[src/design/mfs_pkg.sv]
// Shared constants, types and helpers for the message queue with search.
package mfs_pkg;

    localparam int QUEUE_DEPTH = 16;
    localparam int IDX_W       = (QUEUE_DEPTH > 1) ? $clog2(QUEUE_DEPTH) : 1;
    localparam int CNT_W       = $clog2(QUEUE_DEPTH + 1);
    localparam int REQ_W       = 2;
    localparam int SRC_W       = 16;
    localparam int MSG_W       = 32;
    localparam int PRI_W       = 8;
    localparam int OCC_W       = 5;

    typedef logic [IDX_W-1:0] t_idx;
    typedef logic [CNT_W-1:0] t_cnt;

    typedef enum logic [REQ_W-1:0] {
        REQ_ENQUEUE = 2'd0,
        REQ_DEQUEUE = 2'd1,
        REQ_SEARCH  = 2'd2,
        REQ_CLEAR   = 2'd3
    } t_req;

    typedef struct packed {
        logic        [SRC_W-1:0] source;
        logic signed [MSG_W-1:0] message;
        logic        [PRI_W-1:0] prio;
    } t_entry;

    typedef struct packed {
        logic               ok;
        t_entry             entry;
        logic [OCC_W-1:0]   occupancy;
    } t_res;

    typedef struct packed {
        logic done;
        t_res res;
    } t_res_bus;

    function automatic t_idx next_slot(t_idx idx);
        return (idx == IDX_W'(QUEUE_DEPTH - 1)) ? '0 : t_idx'(idx + 1'b1);
    endfunction

endpackage

[src/design/mfs_ifs.sv]
// Request and response channel interfaces for the message queue.
interface mfs_req_if;
    logic                                valid;
    logic                                ready;
    logic        [mfs_pkg::REQ_W-1:0]    req_type;
    logic        [mfs_pkg::SRC_W-1:0]    source_in;
    logic signed [mfs_pkg::MSG_W-1:0]    message_in;
    logic        [mfs_pkg::PRI_W-1:0]    priority_in;

    modport source (output valid, req_type, source_in, message_in, priority_in,
                    input ready);
    modport sink   (input valid, req_type, source_in, message_in, priority_in,
                    output ready);
endinterface

interface mfs_rsp_if;
    logic                                valid;
    logic                                ready;
    logic                                ok;
    logic        [mfs_pkg::SRC_W-1:0]    source_out;
    logic signed [mfs_pkg::MSG_W-1:0]    message_out;
    logic        [mfs_pkg::PRI_W-1:0]    priority_out;
    logic        [mfs_pkg::OCC_W-1:0]    occupancy;

    modport source (output valid, ok, source_out, message_out, priority_out,
                    occupancy, input ready);
    modport sink   (input valid, ok, source_out, message_out, priority_out,
                    occupancy, output ready);
endinterface

[src/design/message_fifo_with_search_unit.sv]
// Message queue with search: top level with the response output register.
//
// i_req carries one request beat: req_type (enqueue, dequeue, search, clear)
// with source_in, message_in and priority_in. o_rsp returns exactly one beat
// per request: ok, source_out, message_out, priority_out and occupancy.
// Entries leave in arrival order; priority is stored and returned only.
// The block takes one request at a time and drops i_req.ready until the
// request has reached the output register.
// Enqueue, clear, and a dequeue or search on an empty queue go straight to
// the done state; a dequeue first reads the front entry, and a search scans
// from the front until a match (the shared key comparator reads one entry per
// cycle from the entry memory, up to the occupancy).
// A new request is taken the cycle after its response is loaded.
// Reset empties the queue at once; stored entries are not cleared.
// When the receiver stalls, the response holds in the output register; the
// next request may still be taken, and its response waits until the held
// beat is taken.
module message_fifo_with_search_unit (
    input  logic       i_clk,
    input  logic       i_rst_n,
    mfs_req_if.sink    i_req,
    mfs_rsp_if.source  o_rsp
);

    logic               wr_en;
    mfs_pkg::t_idx      wr_addr;
    mfs_pkg::t_entry    wr_entry;
    mfs_pkg::t_idx      rd_addr;
    mfs_pkg::t_entry    rd_entry;
    mfs_pkg::t_res_bus  res;
    logic               res_ready;

    logic               r_out_valid;
    mfs_pkg::t_res      r_out;

    mfs_store u_store (
        .i_clk      (i_clk),
        .i_wr_en    (wr_en),
        .i_wr_addr  (wr_addr),
        .i_wr_entry (wr_entry),
        .i_rd_addr  (rd_addr),
        .o_rd_entry (rd_entry)
    );

    mfs_ctrl u_ctrl (
        .i_clk       (i_clk),
        .i_rst_n     (i_rst_n),
        .i_req       (i_req),
        .o_wr_en     (wr_en),
        .o_wr_addr   (wr_addr),
        .o_wr_entry  (wr_entry),
        .o_rd_addr   (rd_addr),
        .i_rd_entry  (rd_entry),
        .o_res       (res),
        .i_res_ready (res_ready)
    );

    assign res_ready = !r_out_valid || o_rsp.ready;

    always_ff @(posedge i_clk) begin
        if (!i_rst_n) begin
            r_out_valid <= 1'b0;
        end else if (res.done && res_ready) begin
            r_out_valid <= 1'b1;
        end else if (o_rsp.ready) begin
            r_out_valid <= 1'b0;
        end
    end

    always_ff @(posedge i_clk) begin
        if (res.done && res_ready) begin
            r_out <= res.res;
        end
    end

    assign o_rsp.valid        = r_out_valid;
    assign o_rsp.ok           = r_out.ok;
    assign o_rsp.source_out   = r_out.entry.source;
    assign o_rsp.message_out  = r_out.entry.message;
    assign o_rsp.priority_out = r_out.entry.prio;
    assign o_rsp.occupancy    = r_out.occupancy;

endmodule

[src/design/mfs_store.sv]
// Entry storage: one write port and one registered read port.
module mfs_store (
    input  logic              i_clk,
    input  logic              i_wr_en,
    input  mfs_pkg::t_idx     i_wr_addr,
    input  mfs_pkg::t_entry   i_wr_entry,
    input  mfs_pkg::t_idx     i_rd_addr,
    output mfs_pkg::t_entry   o_rd_entry
);

    mfs_pkg::t_entry r_mem [mfs_pkg::QUEUE_DEPTH];
    mfs_pkg::t_entry r_rd_entry;

    always_ff @(posedge i_clk) begin
        if (i_wr_en) begin
            r_mem[i_wr_addr] <= i_wr_entry;
        end
        r_rd_entry <= r_mem[i_rd_addr];
    end

    assign o_rd_entry = r_rd_entry;

endmodule

[src/design/mfs_ctrl.sv]
// Request sequencer: queue pointers, scan loop and shared key compare.
module mfs_ctrl (
    input  logic                 i_clk,
    input  logic                 i_rst_n,
    mfs_req_if.sink              i_req,
    output logic                 o_wr_en,
    output mfs_pkg::t_idx        o_wr_addr,
    output mfs_pkg::t_entry      o_wr_entry,
    output mfs_pkg::t_idx        o_rd_addr,
    input  mfs_pkg::t_entry      i_rd_entry,
    output mfs_pkg::t_res_bus    o_res,
    input  logic                 i_res_ready
);

    typedef enum logic [3:0] {
        S_IDLE = 4'b0001,
        S_DEQ  = 4'b0010,
        S_SCAN = 4'b0100,
        S_DONE = 4'b1000
    } t_state;

    t_state                         r_state, n_state;
    mfs_pkg::t_idx                  r_front, n_front;
    mfs_pkg::t_idx                  r_tail, n_tail;
    mfs_pkg::t_cnt                  r_count, n_count;
    mfs_pkg::t_idx                  r_pos, n_pos;
    mfs_pkg::t_cnt                  r_left, n_left;
    logic signed [mfs_pkg::MSG_W-1:0] r_key, n_key;
    logic                           r_ok, n_ok;
    mfs_pkg::t_entry                r_entry, n_entry;

    logic          accept;
    logic          full;
    logic          empty;
    mfs_pkg::t_req req;

    assign i_req.ready = (r_state == S_IDLE);
    assign accept      = i_req.valid && i_req.ready;
    assign req         = mfs_pkg::t_req'(i_req.req_type);
    assign full        = (r_count == mfs_pkg::CNT_W'(mfs_pkg::QUEUE_DEPTH));
    assign empty       = (r_count == '0);

    assign o_wr_en    = accept && (req == mfs_pkg::REQ_ENQUEUE) && !full;
    assign o_wr_addr  = r_tail;
    assign o_wr_entry = '{source: i_req.source_in, message: i_req.message_in,
                          prio: i_req.priority_in};
    assign o_rd_addr  = (r_state == S_SCAN) ? mfs_pkg::next_slot(r_pos) : r_front;

    assign o_res.done          = (r_state == S_DONE);
    assign o_res.res.ok        = r_ok;
    assign o_res.res.entry     = r_entry;
    assign o_res.res.occupancy = mfs_pkg::OCC_W'(r_count);

    always_comb begin
        n_state = r_state;
        n_front = r_front;
        n_tail  = r_tail;
        n_count = r_count;
        n_pos   = r_pos;
        n_left  = r_left;
        n_key   = r_key;
        n_ok    = r_ok;
        n_entry = r_entry;
        case (r_state)
            S_IDLE: begin
                if (accept) begin
                    n_ok    = 1'b0;
                    n_entry = '0;
                    n_state = S_DONE;
                    case (req)
                        mfs_pkg::REQ_ENQUEUE: begin
                            if (!full) begin
                                n_tail  = mfs_pkg::next_slot(r_tail);
                                n_count = mfs_pkg::t_cnt'(r_count + 1'b1);
                                n_ok    = 1'b1;
                            end
                        end
                        mfs_pkg::REQ_DEQUEUE: begin
                            if (!empty) begin
                                n_state = S_DEQ;
                            end
                        end
                        mfs_pkg::REQ_SEARCH: begin
                            if (!empty) begin
                                n_pos   = r_front;
                                n_left  = r_count;
                                n_key   = i_req.message_in;
                                n_state = S_SCAN;
                            end
                        end
                        default: begin
                            n_front = '0;
                            n_tail  = '0;
                            n_count = '0;
                            n_ok    = 1'b1;
                        end
                    endcase
                end
            end
            S_DEQ: begin
                n_entry = i_rd_entry;
                n_ok    = 1'b1;
                n_front = mfs_pkg::next_slot(r_front);
                n_count = mfs_pkg::t_cnt'(r_count - 1'b1);
                n_state = S_DONE;
            end
            S_SCAN: begin
                if (i_rd_entry.message == r_key) begin
                    n_entry = i_rd_entry;
                    n_ok    = 1'b1;
                    n_state = S_DONE;
                end else if (r_left == mfs_pkg::CNT_W'(1)) begin
                    n_state = S_DONE;
                end else begin
                    n_left = mfs_pkg::t_cnt'(r_left - 1'b1);
                    n_pos  = mfs_pkg::next_slot(r_pos);
                end
            end
            S_DONE: begin
                if (i_res_ready) begin
                    n_state = S_IDLE;
                end
            end
            default: begin
                n_state = S_IDLE;
            end
        endcase
    end

    always_ff @(posedge i_clk) begin
        if (!i_rst_n) begin
            r_state <= S_IDLE;
            r_front <= '0;
            r_tail  <= '0;
            r_count <= '0;
        end else begin
            r_state <= n_state;
            r_front <= n_front;
            r_tail  <= n_tail;
            r_count <= n_count;
        end
    end

    always_ff @(posedge i_clk) begin
        r_pos   <= n_pos;
        r_left  <= n_left;
        r_key   <= n_key;
        r_ok    <= n_ok;
        r_entry <= n_entry;
    end

endmodule

[src/flat_wrapper.sv]
// flat-port wrapper written by rule: the top's interface ports become plain ports
module message_fifo_with_search_unit_flat 
  (i_clk, i_rst_n, i_req_valid, i_req_req_type, i_req_source_in, i_req_message_in, i_req_priority_in, i_req_ready, o_rsp_valid, o_rsp_ok, o_rsp_source_out, o_rsp_message_out, o_rsp_priority_out, o_rsp_occupancy, o_rsp_ready);
  mfs_req_if i_req_i ();
  mfs_rsp_if o_rsp_i ();
  input  logic i_clk;
  input  logic i_rst_n;
  input wire logic [$bits(i_req_i.valid)-1:0] i_req_valid;
  input wire logic [$bits(i_req_i.req_type)-1:0] i_req_req_type;
  input wire logic [$bits(i_req_i.source_in)-1:0] i_req_source_in;
  input wire logic [$bits(i_req_i.message_in)-1:0] i_req_message_in;
  input wire logic [$bits(i_req_i.priority_in)-1:0] i_req_priority_in;
  output wire logic [$bits(i_req_i.ready)-1:0] i_req_ready;
  output wire logic [$bits(o_rsp_i.valid)-1:0] o_rsp_valid;
  output wire logic [$bits(o_rsp_i.ok)-1:0] o_rsp_ok;
  output wire logic [$bits(o_rsp_i.source_out)-1:0] o_rsp_source_out;
  output wire logic [$bits(o_rsp_i.message_out)-1:0] o_rsp_message_out;
  output wire logic [$bits(o_rsp_i.priority_out)-1:0] o_rsp_priority_out;
  output wire logic [$bits(o_rsp_i.occupancy)-1:0] o_rsp_occupancy;
  input wire logic [$bits(o_rsp_i.ready)-1:0] o_rsp_ready;
  assign i_req_i.valid = i_req_valid;
  assign i_req_i.req_type = i_req_req_type;
  assign i_req_i.source_in = i_req_source_in;
  assign i_req_i.message_in = i_req_message_in;
  assign i_req_i.priority_in = i_req_priority_in;
  assign i_req_ready = i_req_i.ready;
  assign o_rsp_valid = o_rsp_i.valid;
  assign o_rsp_ok = o_rsp_i.ok;
  assign o_rsp_source_out = o_rsp_i.source_out;
  assign o_rsp_message_out = o_rsp_i.message_out;
  assign o_rsp_priority_out = o_rsp_i.priority_out;
  assign o_rsp_occupancy = o_rsp_i.occupancy;
  assign o_rsp_i.ready = o_rsp_ready;
  message_fifo_with_search_unit u_core (.i_clk(i_clk), .i_rst_n(i_rst_n), .i_req(i_req_i), .o_rsp(o_rsp_i));
endmodule
[config.mk]
export PLATFORM = sky130hd
export DESIGN_NAME = message_fifo_with_search_unit_flat
export DESIGN_NICKNAME = d
export VERILOG_FILES = /design/src/design/mfs_pkg.sv /design/src/design/mfs_ifs.sv /design/src/design/message_fifo_with_search_unit.sv /design/src/design/mfs_store.sv /design/src/design/mfs_ctrl.sv /design/src/flat_wrapper.sv
export SDC_FILE = /design/constraint.sdc
export NUM_CORES = 1
export LEC_CHECK = 0
export ABC_AREA = 0
export BUFFER_PORTS_ARGS = -buffer_cell sky130_fd_sc_hd__buf_2
export CORE_ASPECT_RATIO = 2
export CORE_MARGIN = 2
export CORE_UTILIZATION = 40
export DETAILED_ROUTE_END_ITERATION = 8
export PLACE_DENSITY = 0.55
export SLEW_MARGIN = 20
export SYNTH_ARGS = -nofsm -noshare
export SYNTH_HDL_FRONTEND = slang
export SYNTH_SLANG_ARGS = --single-unit
[constraint.sdc]
create_clock -name i_clk -period 15.3 [get_ports i_clk]
set_input_delay 2.295 -clock i_clk [delete_from_list [all_inputs] [get_ports i_clk]]
set_output_delay 2.295 -clock i_clk [all_outputs]
set_load 0.05 [all_outputs]
; ---- Word-level counts from Yosys, hierarchy flattened
; Memories as Yosys holds them, arrays and structs flattened. A register that Yosys moved wholly into a read port is not among the register bits.
; Cells that the tools add are included.
[classes]
add_sub_neg = 6
multipliers = 0
div_mod_pow = 0
magnitude_cmp = 0
eq_ne = 24
shifts = 0
n_mux = 45
n_bitwise = 2
n_reduce_logical = 22
[op_table]
columns = operator, count
row1 = $pmux 56 s3, 1
row2 = $mux 56, 2
row3 = $mux 4, 18
row4 = $mux 5, 7
row5 = $eq 32x32->1, 1
row6 = $pmux 4 s2, 4
row7 = $pmux 5 s2, 3
row8 = $eq 4x4->1 const B, 4
row9 = $pmux 4 s4, 1
row10 = $ne 2x2->1 const B, 7
row11 = $add 4x1->4 const B, 3
row12 = $reduce_and 4->1, 3
row13 = $sub 5x1->5 const B, 2
row14 = $reduce_and 3->1, 3
row15 = $mux 1, 7
row16 = $ne 2x1->1 const B, 3
row17 = $reduce_and 6->1, 1
row18 = $reduce_bool 2->1, 3
row19 = $add 5x1->5 const B, 1
row20 = $eq 5x1->1 const B, 1
row21 = $eq 5x5->1 const B, 1
row22 = $logic_not 5->1, 1
row23 = $eq 4x1->1 const B, 1
row24 = $eq 4x2->1 const B, 1
row25 = other kinds (15), 20
[word_totals]
ff_bits = 178
latchBits = 0
ram_bits = 896
romBits = 0
inputBits = 62
out_inout_bits = 64
elab_cells = 117
n_memories = 1
[mem_list]
columns = memory, depth, width, read_ports, rd_clocked_by_memory_dff, write_ports, line
row1 = u_core.u_store.r_mem, 16, 56, 1, 1, 1, mfs_store.sv:11  ; mfs_pkg::t_entry r_mem [mfs_pkg::QUEUE_DEPTH];

; ---- Logic depth before layout (Yosys ltp)
[depth]
word_depth = 6
ltp_mapped = 11
ltp_nobuf = 8

; ---- By module
; From an unflattened synthesis, not the netlist that was laid out.
[unflattened]
cells_unflattened = 1954
hier_area_um2 = 42054.1
[modules_own_cells]
columns = mod, instances, cells_per_inst, area_per_inst_um2, seq_area_each_um2
row1 = mfs_store, 1, 1445, 34678.3, 28026.9
row2 = mfs_ctrl, 1, 442, 5456.5, 3283.1
row3 = message_fifo_with_search_unit, 1, 67, 1919.3, 1881.8

; ---- Worst setup path before layout
; Ideal clock, no wire load.
[synth_timing]
kind = in2reg
startpoint = in i_req_req_type[0]
endpoint = mem u_core.u_store.r_mem[3][0] (netlist bit) (enable)
setup_time_ns = 0.539
t_arrival_ns = 6.844
t_required_ns = 14.761
slack_ns = 7.917
cell_stages = 6
n_path_buf = 1
cell_sequence = inv_1 -> ha_1 -> buf_2 -> and4_2 -> nand2_1 -> nor3_1
[synth_via]
elab_chain_len = 5
[synth_lines]
columns = element, line
row1 = from (decl), flat_wrapper.sv:9  ; input wire logic [$bits(i_req_i.req_type)-1:0] i_req_req_type;
row2 = $logic_not 2->1, mfs_ctrl.sv:43  ; assign o_wr_en = accept && (req == mfs_pkg::REQ_ENQUEUE) && !full;
row3 = $logic_and 1x1->1 (2 in series), mfs_ctrl.sv:43
row4 = $mux 1, mfs_store.sv:15  ; if (i_wr_en) begin
row5 = $mux 1 (not written as such), mfs_store.sv:16  ; r_mem[i_wr_addr] <= i_wr_entry;
row6 = to (decl), mfs_store.sv:11
; Every way passes these cells.

; ---- Worst setup path after layout
[layout_timing]
startpoint = in i_req_req_type[0]
endpoint = mem u_core.u_store.r_mem[3][26] (netlist bit) (enable)
; Same word-level chain as after synthesis.

==> metrics.md <==
| Metric | Value |
|---|---|
| Crit path time final | 4990 ps |
| Top cells by count, synth | 1056 x edfxtp_1, 907 x nand2_1, 393 x nand3_1 |
| Total gr overflow | 0 |
| Power density cells | 129 nW/um^2 |
| PortBufs | 125 |
| Syn Std Cell Area | 43000 sq um |
| Register Area | 33200 sq um |
| Initial drt markers | 1992 |
| Area of the multi-input gates | 9130 sq um |
| Clock transition at the registers of the reported paths | 70 ps |
| Vias per cell | 5.34 |
| Max Cap Viol | 0 |
| Setup Viol. Count Final | 0 |
| Post-CTS setup repair buffer count | 0 |
| Register area share after synthesis | 77.3% |
| CTS resizes | 0 |
| Post-synthesis cell type count | 62 |
| Asr flop ratio synth | 0% |
| Clock Path Buffers | 3 |
| Top-count cell post-synth | edfxtp_1 |
| Avg Cell Area, Syn | 13.5 sq um |
| Placed Instances | 4555 |
| Post-synth top flop | edfxtp_1 |
| WS Path Type | in -> reg |
| Die Width | 236 microns |
| Skew final | 28.9 ps |
| Share of layout cells above drive strength 1 | 10.9% |
| CORE AREA | 107000 sq um |
| Height of the chip | 467 microns |
| Clock Latency Late Sink | 700 ps |
| Total die area | 110000 sq um |
| Vias | 25300 |
| Reg-to-reg endpoint | u_core.u_store.o_rd_entry[36] |
| Ys Warns | 0 |
| VDD IR max | 0.0834 mV |
| TritonCTS clock tree | done |
| Initial antenna violation count | 8 |
| Crit path from | i_req_req_type[0] |
| Mapped Cells | 3187 |
| Crit path capture | u_core.u_store.r_mem[3][26] |
| Pre-antenna DRT Iters | 6 |
| Count of pins over their slew limit | 0 |
| Setup TNS | 0 ps |
| Post-route antenna net violation count | 0 |
| Largest area contributor in the netlist | edfxtp_1 |
| Fin area | 48500 sq um |
| Max transition margin | 25.2% |
| GP Congestion | 0.776 |
| Slew @ Worst Pin | 1120 ps |
| Synth top area cells | edfxtp_1 74%, nand2_1 7.9%, nand3_1 4.6% |
| Crit end category | flip-flop |
| Status | finished clean |
| Root Driver | clkbuf_16 |
| Placed inst area | 45100 sq um |
| Leakage | 16.4 nW |
| Worst-path fanout max | 47 |
| CTS sink cnt | 1130 |
| Seq cells post-synth | 1130 |
| Worst setup margin | 10310 ps |
| Synth-to-layout area growth | 12.8% |
| Vias in the first global route | 25300 |
| Hold_ws | 412 ps |
| # DRC | 0 |
| Drt total wl | 112000 microns |
| Nets | 3355 |
| Largest net degree at the start of global routing | 145 |
| CTS H-tree lvls | 3 |
| CP Launch Type | input port |
| Area share of the largest cell type after synthesis | 73.8% |
| Period Utilization, post-route | 32.6% |
| RR Startpoint | u_core.u_ctrl.r_state[3] |
| Layout fillers | 9442 |
| Worst EP arrival | 5300 ps |
| TritonCTS Buffers | 97 |
| Cts-stage hold buffer count | 0 |
| Layout Cells excl Fill | 4739 |
| Setup WS pre-CTS | 9600 ps |
| DP HPWL | 61600 microns |
| First-pass GRT wire length | 165000 microns |
| Fmax achieved | 0.200 GHz |
| Final hold vios | 0 |
| Syn nets | 3264 |
| Worst EP required | 15610 ps |
| Total GRT Usage | 20.3% |
| I/O Pins | 126 |
| Initial core utilization | 40.2% |
| Wire length per cell | 23.6 microns |
| RSZ-0062 raised after global routing | false |
| Number of enable flip-flop cells after synthesis | 1056 |
| Worst reg2reg setup slack | 10700 ps |
| Rows | 170 |
| Cell count of the worst reg-to-reg path | 10 |
| Worst min path class | reg -> reg |
## state kept, by name (all words and copies together) (netlist names)
register	count
u_core.o_rsp.message_out	32
u_core.o_rsp.occupancy	5
u_core.o_rsp.ok	1
u_core.o_rsp.priority_out	8
u_core.o_rsp.source_out	16
u_core.o_rsp.valid	1
u_core.u_ctrl.o_res	56
u_core.u_ctrl.o_wr_addr	4
u_core.u_ctrl.r_count	5
u_core.u_ctrl.r_front	4
u_core.u_ctrl.r_key	32
u_core.u_ctrl.r_left	5
u_core.u_ctrl.r_ok	1
u_core.u_ctrl.r_pos	4
u_core.u_ctrl.r_state	4
u_core.u_store.o_rd_entry	56
u_core.u_store.r_mem	896
## worst max-delay path, stage by stage
cell and delay, ps:
buf_2 120, inv_1 70, ha_1 380, and4_2 410
nand2_1 250, nor3_2 840, buf_4 850
## through the flow
| step | power [mW] | utilization, % |
|---|---|---|
| 2_1_floorplan | 3.63 | - |
| 3_3_place_gp | 3.72 | 42.2 |
| 3_5_place_dp | 3.73 | 42.2 |
| 4_1_cts | 6.31 | 45.3 |
| 5_1_grt | 6.43 | 45.3 |
| 6_report | 6.25 | 45.3 |
## cell families after synthesis
| logic type | count (synthesis) | synth area share, % |
|---|---|---|
| compound gates | 292 | 3.75 |
| flops | 1130 | 77.3 |
| buf+inv | 195 | 2.03 |
| fa+ha+maj | 15 | 0.437 |
| xor+xnor | 39 | 0.813 |
| mux | 15 | 0.355 |
| simple gates | 1501 | 15.4 |
## metal layers
metal | GRT usage (%) | routed length (microns)
met1 | 23.0 | 41800
met2 | 38.2 | 61100
met3 | 2.82 | 4920
met4 | 8.24 | 4110
met5 | 0 | 46
## worst min path at each step
stage	start	endpoint	slack, ps	cells after the start
CTS	u_core.u_ctrl.o_res[52]	u_core.o_rsp.source_out[7]	420	0
global route	u_core.u_ctrl.o_res[52]	u_core.o_rsp.source_out[7]	420	0
detailed placement	u_core.u_ctrl.o_res[32]	u_core.o_rsp.message_out[19]	400	0
finish	u_core.u_ctrl.o_res[52]	u_core.o_rsp.source_out[7]	410	0
floorplan	u_core.u_ctrl.o_res[13]	u_core.o_rsp.message_out[0]	400	0
global placement	u_core.u_ctrl.o_res[52]	u_core.o_rsp.source_out[7]	400	0
## power by group
part	internal, mW	switching, mW
sequential	3.45	0.0213
clock	1.48	1.12
combinational	0.0379	0.146
total	4.97	1.29
## layout make-up
class / count / share of cell area [%]
Clock buffer: 127 / 5.48
Inverter: 18 / 0.196
Multi-Input combinational cell: 1862 / 18.8
Tap cell: 1376 / 3.55
Sequential cell: 1130 / 68.5
Timing Repair Buffer: 169 / 2.02
Antenna cell: 3 / 0.0155
Clock inverter: 54 / 1.40
## cells in the final DEF, fill, tap and decap left out, types with 18 or more instances in the layout
master,synthesis,final
nor4_1,57,57
o21ai_0,18,18
dfxtp_1,74,74
nor2b_1,58,57
buf_4,0,42
nor2_1,33,20
buf_2,75,125
edfxtp_1,1056,1056
clkbuf_16,0,100
a21oi_1,238,238
nand3_1,393,393
clkbuf_1,77,22
xnor2_1,36,36
nand2_1,907,907
No activity file was read; power rests on OpenSTA's default activity.
